### src/hdl/mabs_pkg.sv
// Shared types and constants for the multi-alarm bell scheduler.
package mabs_pkg;

  localparam int NUM_ENTRIES_DEF = 8;

  localparam int CMD_W    = 3;
  localparam int HOUR_W   = 5;
  localparam int MINUTE_W = 6;
  localparam int SECOND_W = 6;
  localparam int DUR_W    = 6;
  localparam int CNT_W    = 8;
  localparam int FIELD_W  = 2;
  localparam int SELOUT_W = 3;
  localparam int ENTRY_W  = HOUR_W + MINUTE_W + DUR_W;

  localparam logic [CMD_W-1:0] CMD_TICK = 3'd0;
  localparam logic [CMD_W-1:0] CMD_SET  = 3'd1;
  localparam logic [CMD_W-1:0] CMD_NEXT = 3'd2;
  localparam logic [CMD_W-1:0] CMD_UP   = 3'd3;
  localparam logic [CMD_W-1:0] CMD_DOWN = 3'd4;

  localparam logic [FIELD_W-1:0] FIELD_HOUR     = 2'd0;
  localparam logic [FIELD_W-1:0] FIELD_MINUTE   = 2'd1;
  localparam logic [FIELD_W-1:0] FIELD_DURATION = 2'd2;

  localparam logic [HOUR_W-1:0]   HOUR_LAST   = 5'd23;
  localparam logic [MINUTE_W-1:0] MINUTE_LAST = 6'd59;
  localparam logic [DUR_W-1:0]    DUR_RESET   = 6'd3;
  localparam logic [DUR_W-1:0]    MAX_DUR_RESET = 6'd30;
  localparam logic [CNT_W-1:0]    CNT_MAX     = 8'd255;

  // What an accepted word asks of the controller.
  typedef enum logic [1:0] {
    KIND_SHOW,
    KIND_WALK,
    KIND_EDIT
  } kind_e;

  typedef struct packed {
    logic capture;
    logic walk;
    logic rd_sel;
    logic edit_wr;
    logic load_out;
  } ctrl_cmd_t;

  typedef struct packed {
    kind_e kind;
    logic  walk_last;
  } dp_status_t;

endpackage

### src/hdl/mabs_ram.sv
// Generic single-port-write, single-port-read RAM with registered read data.
module mabs_ram #(
  parameter int WIDTH = 8,
  parameter int DEPTH = 8,
  parameter int AW    = (DEPTH > 1) ? $clog2(DEPTH) : 1
) (
  input  logic             clk_i,
  input  logic             we_i,
  input  logic [AW-1:0]    waddr_i,
  input  logic [WIDTH-1:0] wdata_i,
  input  logic             re_i,
  input  logic [AW-1:0]    raddr_i,
  output logic [WIDTH-1:0] rdata_o
);

  logic [WIDTH-1:0] mem_q [DEPTH];
  logic [WIDTH-1:0] rdata_q;

  always_ff @(posedge clk_i) begin
    if (we_i) begin
      mem_q[waddr_i] <= wdata_i;
    end
    if (re_i) begin
      rdata_q <= mem_q[raddr_i];
    end
  end

  assign rdata_o = rdata_q;

endmodule

### src/hdl/mabs_dpath.sv
// Datapath: alarm table, countdown, edit state and the result register.
module mabs_dpath #(
  parameter int NUM_ENTRIES = mabs_pkg::NUM_ENTRIES_DEF
) (
  input  logic                           clk_i,
  input  logic                           rst_ni,
  input  mabs_pkg::ctrl_cmd_t            cmd_i,
  output mabs_pkg::dp_status_t           status_o,
  input  logic                           cfg_we_i,
  input  logic [mabs_pkg::DUR_W-1:0]     cfg_wdata_i,
  input  logic [mabs_pkg::CMD_W-1:0]     in_cmd_i,
  input  logic [mabs_pkg::HOUR_W-1:0]    tod_hour_i,
  input  logic [mabs_pkg::MINUTE_W-1:0]  tod_minute_i,
  input  logic [mabs_pkg::SECOND_W-1:0]  tod_second_i,
  output logic                           bell_on_o,
  output logic [mabs_pkg::CNT_W-1:0]     seconds_left_o,
  output logic                           edit_mode_o,
  output logic [mabs_pkg::FIELD_W-1:0]   edit_field_o,
  output logic [mabs_pkg::SELOUT_W-1:0]  selected_entry_o,
  output logic [mabs_pkg::HOUR_W-1:0]    entry_hour_o,
  output logic [mabs_pkg::MINUTE_W-1:0]  entry_minute_o,
  output logic [mabs_pkg::DUR_W-1:0]     entry_duration_o
);

  localparam int IDX_W = (NUM_ENTRIES > 1) ? $clog2(NUM_ENTRIES) : 1;
  localparam logic [IDX_W-1:0] IDX_LAST = IDX_W'(NUM_ENTRIES - 1);

  // Captured event word.
  logic [mabs_pkg::CMD_W-1:0]    ev_cmd_q;
  logic [mabs_pkg::HOUR_W-1:0]   ev_hour_q;
  logic [mabs_pkg::MINUTE_W-1:0] ev_minute_q;

  // Control state.
  logic [mabs_pkg::CNT_W-1:0]   cnt_q, cnt_d;
  logic                         editing_q, editing_d;
  logic [mabs_pkg::FIELD_W-1:0] field_q, field_d;
  logic [IDX_W-1:0]             sel_q, sel_d;
  logic [IDX_W-1:0]             walk_q, walk_d;
  logic [IDX_W-1:0]             rd_addr_q;
  logic                         pend_q;
  logic [NUM_ENTRIES-1:0]       valid_q, valid_d;
  logic [mabs_pkg::DUR_W-1:0]   max_dur_q;

  // Result payload.
  logic                            out_bell_q;
  logic [mabs_pkg::CNT_W-1:0]      out_cnt_q;
  logic                            out_edit_q;
  logic [mabs_pkg::FIELD_W-1:0]    out_field_q;
  logic [mabs_pkg::SELOUT_W-1:0]   out_sel_q;
  logic [mabs_pkg::HOUR_W-1:0]     out_hour_q;
  logic [mabs_pkg::MINUTE_W-1:0]   out_minute_q;
  logic [mabs_pkg::DUR_W-1:0]      out_dur_q;

  logic                            rd_en;
  logic [IDX_W-1:0]                rd_addr;
  logic [mabs_pkg::ENTRY_W-1:0]    ram_rdata;
  logic [mabs_pkg::ENTRY_W-1:0]    ent_word;
  logic [mabs_pkg::ENTRY_W-1:0]    new_word;
  logic [mabs_pkg::HOUR_W-1:0]     ent_hour, new_hour;
  logic [mabs_pkg::MINUTE_W-1:0]   ent_minute, new_minute;
  logic [mabs_pkg::DUR_W-1:0]      ent_dur, dur_lim, dur_dn;
  logic [mabs_pkg::DUR_W:0]        dur_new;
  logic [mabs_pkg::CNT_W:0]        cnt_sum;
  logic                            up;
  logic [IDX_W+2:0]                sel_ext;

  assign rd_en   = cmd_i.walk | cmd_i.rd_sel;
  assign rd_addr = cmd_i.walk ? walk_q : sel_q;

  mabs_ram #(
    .WIDTH (mabs_pkg::ENTRY_W),
    .DEPTH (NUM_ENTRIES),
    .AW    (IDX_W)
  ) u_table (
    .clk_i   (clk_i),
    .we_i    (cmd_i.edit_wr),
    .waddr_i (rd_addr_q),
    .wdata_i (new_word),
    .re_i    (rd_en),
    .raddr_i (rd_addr),
    .rdata_o (ram_rdata)
  );

  // An entry that was never edited still holds its reset contents.
  assign ent_word = valid_q[rd_addr_q] ? ram_rdata
                  : {mabs_pkg::HOUR_W'(0), mabs_pkg::MINUTE_W'(0), mabs_pkg::DUR_RESET};
  assign {ent_hour, ent_minute, ent_dur} = ent_word;

  // Edit arithmetic on the selected entry.
  assign up      = (ev_cmd_q == mabs_pkg::CMD_UP);
  assign dur_lim = (max_dur_q == '0) ? mabs_pkg::DUR_W'(1) : max_dur_q;
  assign dur_dn  = (ent_dur == '0) ? '0 : ent_dur - mabs_pkg::DUR_W'(1);

  always_comb begin
    new_hour   = ent_hour;
    new_minute = ent_minute;
    dur_new    = {1'b0, ent_dur};
    case (field_q)
      mabs_pkg::FIELD_HOUR: begin
        if (up) begin
          new_hour = (ent_hour >= mabs_pkg::HOUR_LAST) ? '0 : ent_hour + mabs_pkg::HOUR_W'(1);
        end else begin
          new_hour = (ent_hour == '0) ? mabs_pkg::HOUR_LAST : ent_hour - mabs_pkg::HOUR_W'(1);
        end
      end
      mabs_pkg::FIELD_MINUTE: begin
        if (up) begin
          new_minute = (ent_minute >= mabs_pkg::MINUTE_LAST) ? '0
                     : ent_minute + mabs_pkg::MINUTE_W'(1);
        end else begin
          new_minute = (ent_minute == '0) ? mabs_pkg::MINUTE_LAST
                     : ent_minute - mabs_pkg::MINUTE_W'(1);
        end
      end
      default: begin
        dur_new = up ? {1'b0, ent_dur} + (mabs_pkg::DUR_W + 1)'(1) : {1'b0, dur_dn};
        if (dur_new == '0) begin
          dur_new = (mabs_pkg::DUR_W + 1)'(1);
        end
        if (dur_new > {1'b0, dur_lim}) begin
          dur_new = {1'b0, dur_lim};
        end
      end
    endcase
  end

  assign new_word = {new_hour, new_minute, dur_new[mabs_pkg::DUR_W-1:0]};

  assign cnt_sum = {1'b0, cnt_q} + (mabs_pkg::CNT_W + 1)'(ent_dur);

  always_comb begin
    cnt_d     = cnt_q;
    editing_d = editing_q;
    field_d   = field_q;
    sel_d     = sel_q;
    walk_d    = walk_q;
    valid_d   = valid_q;
    if (cmd_i.capture) begin
      walk_d = '0;
      case (in_cmd_i)
        mabs_pkg::CMD_TICK: begin
          if (cnt_q != '0) begin
            cnt_d = cnt_q - mabs_pkg::CNT_W'(1);
          end
        end
        mabs_pkg::CMD_SET: begin
          editing_d = ~editing_q;
        end
        mabs_pkg::CMD_NEXT: begin
          if (editing_q) begin
            field_d = (field_q == mabs_pkg::FIELD_DURATION) ? mabs_pkg::FIELD_HOUR
                    : field_q + mabs_pkg::FIELD_W'(1);
          end else begin
            sel_d = (sel_q == IDX_LAST) ? '0 : sel_q + IDX_W'(1);
          end
        end
        default: begin
        end
      endcase
    end
    if (cmd_i.walk) begin
      walk_d = walk_q + IDX_W'(1);
    end
    // Read data of the previous walk step arrives here.
    if (pend_q && ent_hour == ev_hour_q && ent_minute == ev_minute_q) begin
      cnt_d = cnt_sum[mabs_pkg::CNT_W] ? mabs_pkg::CNT_MAX : cnt_sum[mabs_pkg::CNT_W-1:0];
    end
    if (cmd_i.edit_wr) begin
      valid_d[rd_addr_q] = 1'b1;
    end
  end

  always_ff @(posedge clk_i or negedge rst_ni) begin
    if (!rst_ni) begin
      cnt_q     <= '0;
      editing_q <= 1'b0;
      field_q   <= mabs_pkg::FIELD_HOUR;
      sel_q     <= '0;
      walk_q    <= '0;
      pend_q    <= 1'b0;
      valid_q   <= '0;
      max_dur_q <= mabs_pkg::MAX_DUR_RESET;
    end else begin
      cnt_q     <= cnt_d;
      editing_q <= editing_d;
      field_q   <= field_d;
      sel_q     <= sel_d;
      walk_q    <= walk_d;
      pend_q    <= cmd_i.walk;
      valid_q   <= valid_d;
      if (cfg_we_i) begin
        max_dur_q <= cfg_wdata_i;
      end
    end
  end

  assign sel_ext = {3'b000, sel_q};

  always_ff @(posedge clk_i) begin
    if (cmd_i.capture) begin
      ev_cmd_q    <= in_cmd_i;
      ev_hour_q   <= tod_hour_i;
      ev_minute_q <= tod_minute_i;
    end
    if (rd_en) begin
      rd_addr_q <= rd_addr;
    end
    if (cmd_i.load_out) begin
      out_bell_q   <= (cnt_q != '0);
      out_cnt_q    <= cnt_q;
      out_edit_q   <= editing_q;
      out_field_q  <= field_q;
      out_sel_q    <= sel_ext[mabs_pkg::SELOUT_W-1:0];
      out_hour_q   <= ent_hour;
      out_minute_q <= ent_minute;
      out_dur_q    <= ent_dur;
    end
  end

  always_comb begin
    status_o.walk_last = (walk_q == IDX_LAST);
    if (in_cmd_i == mabs_pkg::CMD_TICK && tod_second_i == '0) begin
      status_o.kind = mabs_pkg::KIND_WALK;
    end else if ((in_cmd_i == mabs_pkg::CMD_UP || in_cmd_i == mabs_pkg::CMD_DOWN)
                 && editing_q) begin
      status_o.kind = mabs_pkg::KIND_EDIT;
    end else begin
      status_o.kind = mabs_pkg::KIND_SHOW;
    end
  end

  assign bell_on_o        = out_bell_q;
  assign seconds_left_o   = out_cnt_q;
  assign edit_mode_o      = out_edit_q;
  assign edit_field_o     = out_field_q;
  assign selected_entry_o = out_sel_q;
  assign entry_hour_o     = out_hour_q;
  assign entry_minute_o   = out_minute_q;
  assign entry_duration_o = out_dur_q;

endmodule

### src/hdl/mabs_ctrl.sv
// Controller: sequences one event word through the datapath and owns the result handshake.
module mabs_ctrl (
  input  logic                 clk_i,
  input  logic                 rst_ni,
  input  logic                 in_valid_i,
  output logic                 in_stall_o,
  output logic                 out_valid_o,
  input  logic                 out_stall_i,
  input  mabs_pkg::dp_status_t status_i,
  output mabs_pkg::ctrl_cmd_t  cmd_o
);

  typedef enum logic [2:0] {
    ST_IDLE,
    ST_WALK,
    ST_DRAIN,
    ST_EDIT_RD,
    ST_EDIT_WR,
    ST_SHOW_RD,
    ST_SHOW_OUT
  } state_e;

  state_e state_q;
  logic   out_valid_q;
  logic   accept;
  logic   out_free;

  assign in_stall_o = (state_q != ST_IDLE);
  assign accept     = in_valid_i && (state_q == ST_IDLE);
  assign out_free   = !out_valid_q || !out_stall_i;

  always_comb begin
    cmd_o          = '0;
    cmd_o.capture  = accept;
    cmd_o.walk     = (state_q == ST_WALK);
    cmd_o.rd_sel   = (state_q == ST_EDIT_RD) || (state_q == ST_SHOW_RD);
    cmd_o.edit_wr  = (state_q == ST_EDIT_WR);
    cmd_o.load_out = (state_q == ST_SHOW_OUT) && out_free;
  end

  always_ff @(posedge clk_i or negedge rst_ni) begin
    if (!rst_ni) begin
      state_q     <= ST_IDLE;
      out_valid_q <= 1'b0;
    end else begin
      // A new result may replace one that leaves in the same cycle.
      if (state_q == ST_SHOW_OUT && out_free) begin
        out_valid_q <= 1'b1;
      end else if (out_valid_q && !out_stall_i) begin
        out_valid_q <= 1'b0;
      end
      case (state_q)
        ST_IDLE: begin
          if (accept) begin
            case (status_i.kind)
              mabs_pkg::KIND_WALK: state_q <= ST_WALK;
              mabs_pkg::KIND_EDIT: state_q <= ST_EDIT_RD;
              default:             state_q <= ST_SHOW_RD;
            endcase
          end
        end
        ST_WALK: begin
          if (status_i.walk_last) begin
            state_q <= ST_DRAIN;
          end
        end
        ST_DRAIN:   state_q <= ST_SHOW_RD;
        ST_EDIT_RD: state_q <= ST_EDIT_WR;
        ST_EDIT_WR: state_q <= ST_SHOW_RD;
        ST_SHOW_RD: state_q <= ST_SHOW_OUT;
        ST_SHOW_OUT: begin
          if (out_free) begin
            state_q <= ST_IDLE;
          end
        end
        default: state_q <= ST_IDLE;
      endcase
    end
  end

  assign out_valid_o = out_valid_q;

endmodule

### src/hdl/multi_alarm_bell_scheduler_unit.sv
// Top level of the multi-alarm bell scheduler.
//
//   channel  direction  handshake              payload
//   in       input      in_valid_i/in_stall_o  cmd_i, tod_hour_i, tod_minute_i, tod_second_i
//   out      output     out_valid_o/out_stall_i  bell_on_o ... entry_duration_o
//   cfg      input      cfg_we_i               cfg_wdata_i (max_duration)
//
// A tick at second zero goes through the walk, drain, show-read and show-out states, the walk
// reading one entry per cycle from the alarm RAM. An up or down in edit mode goes through edit-read,
// edit-write, show-read and show-out; every other word goes through show-read and show-out only.
// The next word is accepted while a result still waits in the output register.
// Reset restores the table to 00:00 with 3 seconds through per-entry valid bits,
// so no clearing pass is needed.
module multi_alarm_bell_scheduler_unit #(
  parameter int NUM_ENTRIES = mabs_pkg::NUM_ENTRIES_DEF
) (
  input  logic                           clk_i,
  input  logic                           rst_ni,
  input  logic                           cfg_we_i,
  input  logic [mabs_pkg::DUR_W-1:0]     cfg_wdata_i,
  input  logic                           in_valid_i,
  output logic                           in_stall_o,
  input  logic [mabs_pkg::CMD_W-1:0]     cmd_i,
  input  logic [mabs_pkg::HOUR_W-1:0]    tod_hour_i,
  input  logic [mabs_pkg::MINUTE_W-1:0]  tod_minute_i,
  input  logic [mabs_pkg::SECOND_W-1:0]  tod_second_i,
  output logic                           out_valid_o,
  input  logic                           out_stall_i,
  output logic                           bell_on_o,
  output logic [mabs_pkg::CNT_W-1:0]     seconds_left_o,
  output logic                           edit_mode_o,
  output logic [mabs_pkg::FIELD_W-1:0]   edit_field_o,
  output logic [mabs_pkg::SELOUT_W-1:0]  selected_entry_o,
  output logic [mabs_pkg::HOUR_W-1:0]    entry_hour_o,
  output logic [mabs_pkg::MINUTE_W-1:0]  entry_minute_o,
  output logic [mabs_pkg::DUR_W-1:0]     entry_duration_o
);

  mabs_pkg::ctrl_cmd_t  ctrl_cmd;
  mabs_pkg::dp_status_t dp_status;

  mabs_ctrl u_ctrl (
    .clk_i       (clk_i),
    .rst_ni      (rst_ni),
    .in_valid_i  (in_valid_i),
    .in_stall_o  (in_stall_o),
    .out_valid_o (out_valid_o),
    .out_stall_i (out_stall_i),
    .status_i    (dp_status),
    .cmd_o       (ctrl_cmd)
  );

  mabs_dpath #(
    .NUM_ENTRIES (NUM_ENTRIES)
  ) u_dpath (
    .clk_i            (clk_i),
    .rst_ni           (rst_ni),
    .cmd_i            (ctrl_cmd),
    .status_o         (dp_status),
    .cfg_we_i         (cfg_we_i),
    .cfg_wdata_i      (cfg_wdata_i),
    .in_cmd_i         (cmd_i),
    .tod_hour_i       (tod_hour_i),
    .tod_minute_i     (tod_minute_i),
    .tod_second_i     (tod_second_i),
    .bell_on_o        (bell_on_o),
    .seconds_left_o   (seconds_left_o),
    .edit_mode_o      (edit_mode_o),
    .edit_field_o     (edit_field_o),
    .selected_entry_o (selected_entry_o),
    .entry_hour_o     (entry_hour_o),
    .entry_minute_o   (entry_minute_o),
    .entry_duration_o (entry_duration_o)
  );

endmodule

### config.mk
export PLATFORM = sky130hd
export DESIGN_NAME = multi_alarm_bell_scheduler_unit
export DESIGN_NICKNAME = d
export VERILOG_FILES = /design/src/hdl/mabs_pkg.sv /design/src/hdl/mabs_ram.sv /design/src/hdl/mabs_dpath.sv /design/src/hdl/mabs_ctrl.sv /design/src/hdl/multi_alarm_bell_scheduler_unit.sv
export SDC_FILE = /design/constraint.sdc
export NUM_CORES = 1
export LEC_CHECK = 0
export ABC_AREA = 1
export BUFFER_PORTS_ARGS = -buffer_cell sky130_fd_sc_hd__buf_2
export CAP_MARGIN = 20
export CORE_ASPECT_RATIO = 1.4
export CORE_MARGIN = 4
export CORE_UTILIZATION = 40
export CTS_CLUSTER_DIAMETER = 60
export DETAILED_ROUTE_END_ITERATION = 8
export PLACE_DENSITY_LB_ADDON = 0.2
export SLEW_MARGIN = 25
export SYNTH_ARGS = -nofsm -noshare
export SYNTH_HDL_FRONTEND = slang
export SYNTH_SLANG_ARGS = --single-unit
export TNS_END_PERCENT = 20
### constraint.sdc
create_clock -name clk_i -period 4.25 [get_ports clk_i]
set_clock_uncertainty 0.15 [all_clocks]
set_input_delay 0.85 -clock clk_i [delete_from_list [all_inputs] [get_ports clk_i]]
set_output_delay 0.85 -clock clk_i [all_outputs]
set_load 0.02 [all_outputs]
==> metrics.txt, run 1 <==
Worst Reg-to-Reg Cells=27; crit-path leading delay family=simple AND/OR/NAND/NOR gates; vias in the first global route=7413; Synthesis Warnings=0; post-synthesis sequential area ratio=0.633; startpoint types=flop; H-tree levels=1; multi-input gate area in the final layout=3690 um2; area delta synth->final=15.8%; Final Hold Viols=0; Reg-to-Reg End=u_dpath.u_table.mem_q[7][5]; kind of critical path=reg2reg; Non-Filler Instances=1518; total wire length=~26000 um; drt first pass iters=6; CTS hold repair buffers=0; Post-synth EDFFs=roughly 200; Crit-path slowest cell=edfxtp_1; final net count=between 1000 and 1500; drt wl/cell=between 15 and 20 um; ranking of synthesized cells by area=edfxtp_1, dfrtp_1, nand2_1, o21ai_0, nor2_1; detailed placer's ending HPWL=around 17000 um; iteration-0 DRC count of the detailed router=about 440; crit path max fanout=9; width of the die=148 um; n_diodes=0; Stages on worst setup path=27; setup_tns=0 ps; Slew Limit Fails=0; Clock Tree Buf Depth=3; post-synthesis register bit count=approximately 240; Hold Path Class=in2async; top cell type's share of synthesized area=0.551; initial core utilization=0.408; Root Buffer Master=clkbuf_16; DRC viols=0; Num Clock Sinks=~240; Syn Area/Cell=approximately 11 um2; most frequent cells in the layout=edfxtp_1, nand2_1, nor2_1, o21ai_0, inv_1; largest net degree at the start of global routing=slightly below 70; routed via count=approximately 7800; crit end category=flop; CTS Buf Count=24; leading area contributor after synthesis=edfxtp_1; Fmax achieved=roughly 250 MHz; worst skew pair latency=530 ps; Post-Syn Instances=1045; Cell Area, Synth=around 11000 um2; die footprint=between 30000 and 40000 um2; # Max-Cap Violations=0; Slew headroom=0.364; Compound-Gate Fraction of Synth Area=0.0976; placed cells=1469; Tmin final=between 3000 and 4000 ps; Required @ worst endpoint=4330 ps; r2r setup slk=about 260 ps; mux cell area share after synthesis=0; post-synthesis async set-or-reset flop share=0.151; Top Ports=65; first-pass GRT wire length=around 40000 um; Mapped Nets=1098; largest family of logic cells by synthesized area=simple AND/OR/NAND/NOR gates; fill cell count=about 2500; CP Launch Point=u_dpath.rd_addr_q[2]; initial antenna violation count=0; Crit path arrival time=~4100 ps; Post-DRT Antenna Nets=0; num rows=71; IO buf count=64; Worst Tran Pin Value=952 ps; share of layout cells above drive strength 1=0.190; Most common cell on crit path=nand2_2; vias per cell=~5.1; setup violators final=0; most common cell after layout, fill and taps aside=edfxtp_1; area of the core=between 20000 and 30000 um2; TritonCTS clock tree=built; Main synth FF type=edfxtp_1; Post-Synth Simple-Gate Area=0.186; outcome=completed; Final Wtd Congestion=around 0.9; Reg2Reg Launch Point=u_dpath.rd_addr_q[2]; Sequential Area=approximately 7000 um2; Synth Area in Adders=0.0250; max incr delay on CP=around 540 ps; Total GRT Usage=0.168; CP bufs+invs=4; library cells used by synthesis=48; total grt overflow=0; final worst path period share=0.938; xor and xnor area share after synthesis=0.0111; end point of the critical path=u_dpath.u_table.mem_q[7][5]; DIE HEIGHT=a little over 200 um; Reg clk slew, reported paths=approximately 60 ps
==> synth_stat cells (all sizes together) (17+ instances only) <==
cell    number
a21oi       17
clkbuf      24
dfrtp       32
edfxtp     202
ha          22
inv         89
nand2      212
nand3       53
nand4       19
nor2       133
o21ai      120
o22ai       36
or2         17
==> worst min path at each step <==
stage	endpoint	cells after the start
floorplan	u_dpath.edit_field_o[1]	0
finish	u_ctrl.state_q[0]	1
global placement	u_dpath.valid_q[5]	2
global route	u_ctrl.state_q[0]	1
CTS	u_dpath.valid_q[5]	2
detailed placement	u_dpath.valid_q[5]	2
==> registers in the layout, indices dropped and copies added (netlist names), 3 cells and up <==
register / flops
u_ctrl.state_q: 3
u_dpath.ev_hour_q: 5
u_dpath.entry_duration_o: 6
u_dpath.rd_addr_q: 3
u_dpath.ev_cmd_q: 3
u_dpath.walk_q: 3
u_dpath.valid_q: 8
u_dpath.cnt_q: 8
u_dpath.max_dur_q: 6
u_dpath.u_table.rdata_o: 17
u_dpath.seconds_left_o: 8
u_dpath.entry_minute_o: 6
u_dpath.selected_entry_o: 3
u_dpath.entry_hour_o: 5
u_dpath.u_table.mem_q: 136
u_dpath.sel_q: 3
u_dpath.ev_minute_q: 6
==> cell families (layout without fill, tap and decap cells) <==
| kind of cell | after synthesis | count (layout) |
|---|---|---|
| simple gates | 453 | 454 |
| flops | 238 | 238 |
| compound gates | 193 | 193 |
| buf+inv | 125 | 232 |
| fa+ha+maj | 22 | 22 |
| xor+xnor | 14 | 14 |
==> worst reg2reg max path, stage by stage, from the launching register on <==
cell	delay (ps)
edfxtp_1	540
inv_4	130
nor2_2	40
nand2_1	80
nor2_2	40
nor2_2	120
nand2_4	110
nand2_1	100
inv_1	60
ha_1	190
inv_1	70
a21oi_2	30
nand2_2	80
nand2_2	70
inv_2	90
nand2_1	60
nand2_2	100
nor2_1	60
nand3_1	70
and2_1	130
ha_1	140
nor2_1	60
a211oi_2	150
nor2_1	80
o32ai_2	400
nand2_2	180
o21ai_2	230
o21ai_4	120
==> area by class of cell <==
cell class              instances  area share
multi-input cells             683       0.289
clock inverters                 8     0.00324
inverters                      92      0.0273
well taps                     365      0.0358
flip-flops and latches        238       0.547
clock buffers                  36      0.0523
repair buffers                 96      0.0452
==> layer usage <==
layer | vias to the layer above | global-route usage | routed length, um
li1 | 3820 | - | -
met1 | 3738 | 0.214 | 10900
met2 | 188 | 0.296 | 13100
met3 | 38 | 0.0235 | 1230
met4 | 0 | 0.0558 | 552
met5 | - | 0 | 0
==> per-stage QoR <==
stage / util / instance area (um2) / hold WS [ps] / setup slack, ps
global route: 0.472 / 12700 / 195 / -56.2
global placement: 0.440 / 11900 / 295 / 108
detailed placement: 0.440 / 11900 / 301 / 49.8
floorplan: - / 11000 / 273 / 363
CTS: 0.466 / 12600 / 316 / 10.2
finish: 0.472 / 12700 / 151 / 264
==> timing repair <==
item | 4_1_cts | 5_1_grt
endpoints found under the setup margin | 0 | 48
buffers inserted | 0 | 4
gates resized for setup | 0 | 34
Power of run 1 is left out: the tool's default activity adds up to more than one toggle a clock period on the data nets, which glitch-free logic cannot reach.
==> run 2, diff against run 1 <==
==> constraint.sdc (replaced) <==
create_clock -name clk_i -period 4.25 [get_ports clk_i]
set_clock_uncertainty 0.15 [all_clocks]
set_input_delay 0.2125 -clock clk_i [delete_from_list [all_inputs] [get_ports clk_i]]
set_output_delay 0.2125 -clock clk_i [all_outputs]
set_load 0.02 [all_outputs]
==> run 2 against run 1 <==
Critical path depth decreased by 1; non-clock buffer count increased by 35; core utilization is 1.4 points higher; final cell count up 2.2%; wire length is 3.5% higher; via count rose by 2.8%; worst setup slack improved by 58 ps; highest routed layer unchanged.
==> metrics.txt, run 2 (synthesis results as in run 1) <==
outcome=completed; Worst Tran Pin Value=981 ps (+28.8 ps); drt first pass iters=5 (-1); Crit path arrival time=4020 ps (-50 ps); H-tree levels=1 (unchanged); Final Wtd Congestion=0.910 (+1.0%); vias in the first global route=7769 (+4.8%); final net count=1222 (+2.9%); Biggest register=u_dpath.u_table.mem_q; crit path max fanout=9 (unchanged); total wire length=26700 um (+3.5%); DRC viols=0 (unchanged); setup violators final=0 (unchanged); Peak supply drop=311 uV; most frequent cells in the layout=edfxtp_1, nand2_1, nor2_1, o21ai_0, inv_1; fill cell count=2451 (-3.0%); RSZ-0062 raised after global routing=no; share of layout cells above drive strength 1=0.176 (-0.0139); Leak Pwr=0.00522 uW; Hold Path Class=in2async; kind of critical path=reg2reg; Slew Limit Fails=0 (unchanged); IO buf count=64 (unchanged); Total GRT Usage=0.177 (+0.00836); Clock Tree Buf Depth=3 (unchanged); TritonCTS clock tree=built; Post-DP Area=11900 um2 (-0.17%); Final Hold Viols=0 (unchanged); routed via count=8002 (+2.8%); area of the core=27000 um2 (unchanged); Slew headroom=0.344 (-0.0192); max reg flops=136 (unchanged); Post-DRT Antenna Nets=0 (unchanged); detailed placer's ending HPWL=17300 um (+2.1%); startpoint types=flop; drt wl/cell=17.2 um (+1.3%); Tmin final=3930 ps (-57.7 ps); Root Buffer Master=clkbuf_16; final worst path period share=0.924 (-0.0136); area delta synth->final=19.2%; post-route cell area=13100 um2 (+2.9%); PD cells=914 nW/um2; crit end category=flop; largest net degree at the start of global routing=46 (-33%); Reg clk slew, reported paths=70 ps (about the same); initial antenna violation count=0 (unchanged); total grt overflow=0 (unchanged); n_diodes=0 (unchanged); vias per cell=5.16 (+0.55%); initial core utilization=0.408 (unchanged); # Max-Cap Violations=0 (unchanged); first-pass GRT wire length=42100 um (+4.8%); Top Ports=65 (unchanged); die footprint=30300 um2 (unchanged); Required @ worst endpoint=4340 ps (about the same); Min Hold Slack=57.6 ps (-93.4 ps); setup_tns=0 ps (unchanged); worst skew pair latency=530 ps (about the same); Reg2Reg Launch Point=u_dpath.rd_addr_q[0]; iteration-0 DRC count of the detailed router=617 (+39%); CP Launch Point=u_dpath.rd_addr_q[0]; most common cell after layout, fill and taps aside=edfxtp_1; Fmax achieved=255 MHz (+1.5%); DIE HEIGHT=204 um (unchanged); Num Clock Sinks=238 (unchanged); CTS Buf Count=24 (unchanged); width of the die=148 um (unchanged); num rows=71 (unchanged)
run 2: cell types whose count changed in the layout (fill, tap and decap cells not counted), sizes merged:
cell and delta:
buf -2, bufinv +4, clkbuf -3, clkinvlp -2, dlygate4sd3 +37, inv +1
nand2 -1
run 2: layout make-up:
cell class                      count  area [um2]  share of cell area
Sequential cell                   238        6970               0.531
Multi-Input combinational cell    682        3600               0.274
Timing Repair Buffer              131         916              0.0698
Clock buffer                       33         666              0.0507
Tap cell                          365         457              0.0348
Inverter                           92         348              0.0265
Clock inverter                     11         166              0.0127
run 2: metal layers:
layer  routed length [um]  up-vias  track usage
met2                13800      170        0.322
met3                 1030       45       0.0222
met4                  714        0       0.0601
li1                     -     3886            -
met5                    0        -            0
met1                11200     3901        0.216
run 2: worst max-delay path, cell delays in order, from the launching register on:
cell and delay, ps:
edfxtp_1 480, inv_1 170, nand3_1 120, nand2_1 60, nor2_2 140, nand2_4 80, nand2_1 80, inv_1 60
ha_1 190, inv_1 70, a21oi_2 30, nand2_1 90, nand2_1 90, inv_2 100, nand3_1 70, nand2_1 120
inv_2 40, nand3_1 80, and2_1 130, ha_1 140, nor2_1 40, a211oi_1 170, nor2_1 70, o32ai_2 270
nand2_4 130, o21ai_0 270, o21ai_2 180
run 2: metrics by stage:
stage | utilization | cells | total power, uW | worst slack (ps)
6_report | 0.486 | 1552 | 12000 | 322
5_1_grt | 0.486 | 1552 | 13000 | 4.85
4_1_cts | 0.484 | 1549 | 12000 | 24.9
3_5_place_dp | 0.439 | 1468 | 9700 | 12.7
3_3_place_gp | 0.439 | 1468 | 9620 | 133
2_1_floorplan | - | 1045 | 8030 | 363
run 2: worst paths after layout:
check                                               to  slack, ps  cells after the start
setup / recovery           u_dpath.u_table.mem_q[2][2]        320                     26
hold / removal                       u_ctrl.state_q[0]         60                      2
setup reg to reg           u_dpath.u_table.mem_q[2][2]        320                     26
hold reg to reg                     u_dpath.valid_q[5]        310                      2
max in group asynchronous         u_dpath.max_dur_q[2]       3490                      2
min in group clk_i              u_dpath.ev_minute_q[4]        240                      2
run 2: power by group:
part | switching (uW) | internal (uW)
clock network | 889 | 1350
logic | 3940 | 1780
registers | 314 | 3720
total | 5140 | 6850
run 2: what timing repair did:
action,in CTS,in global routing
endpoints found under the setup margin,8,48
hold buffers,37,0
setup buffers,0,3
endpoints found under the hold margin,65,0
resized for setup,1,10
Note: power is estimated with default switching activity, not from simulation.
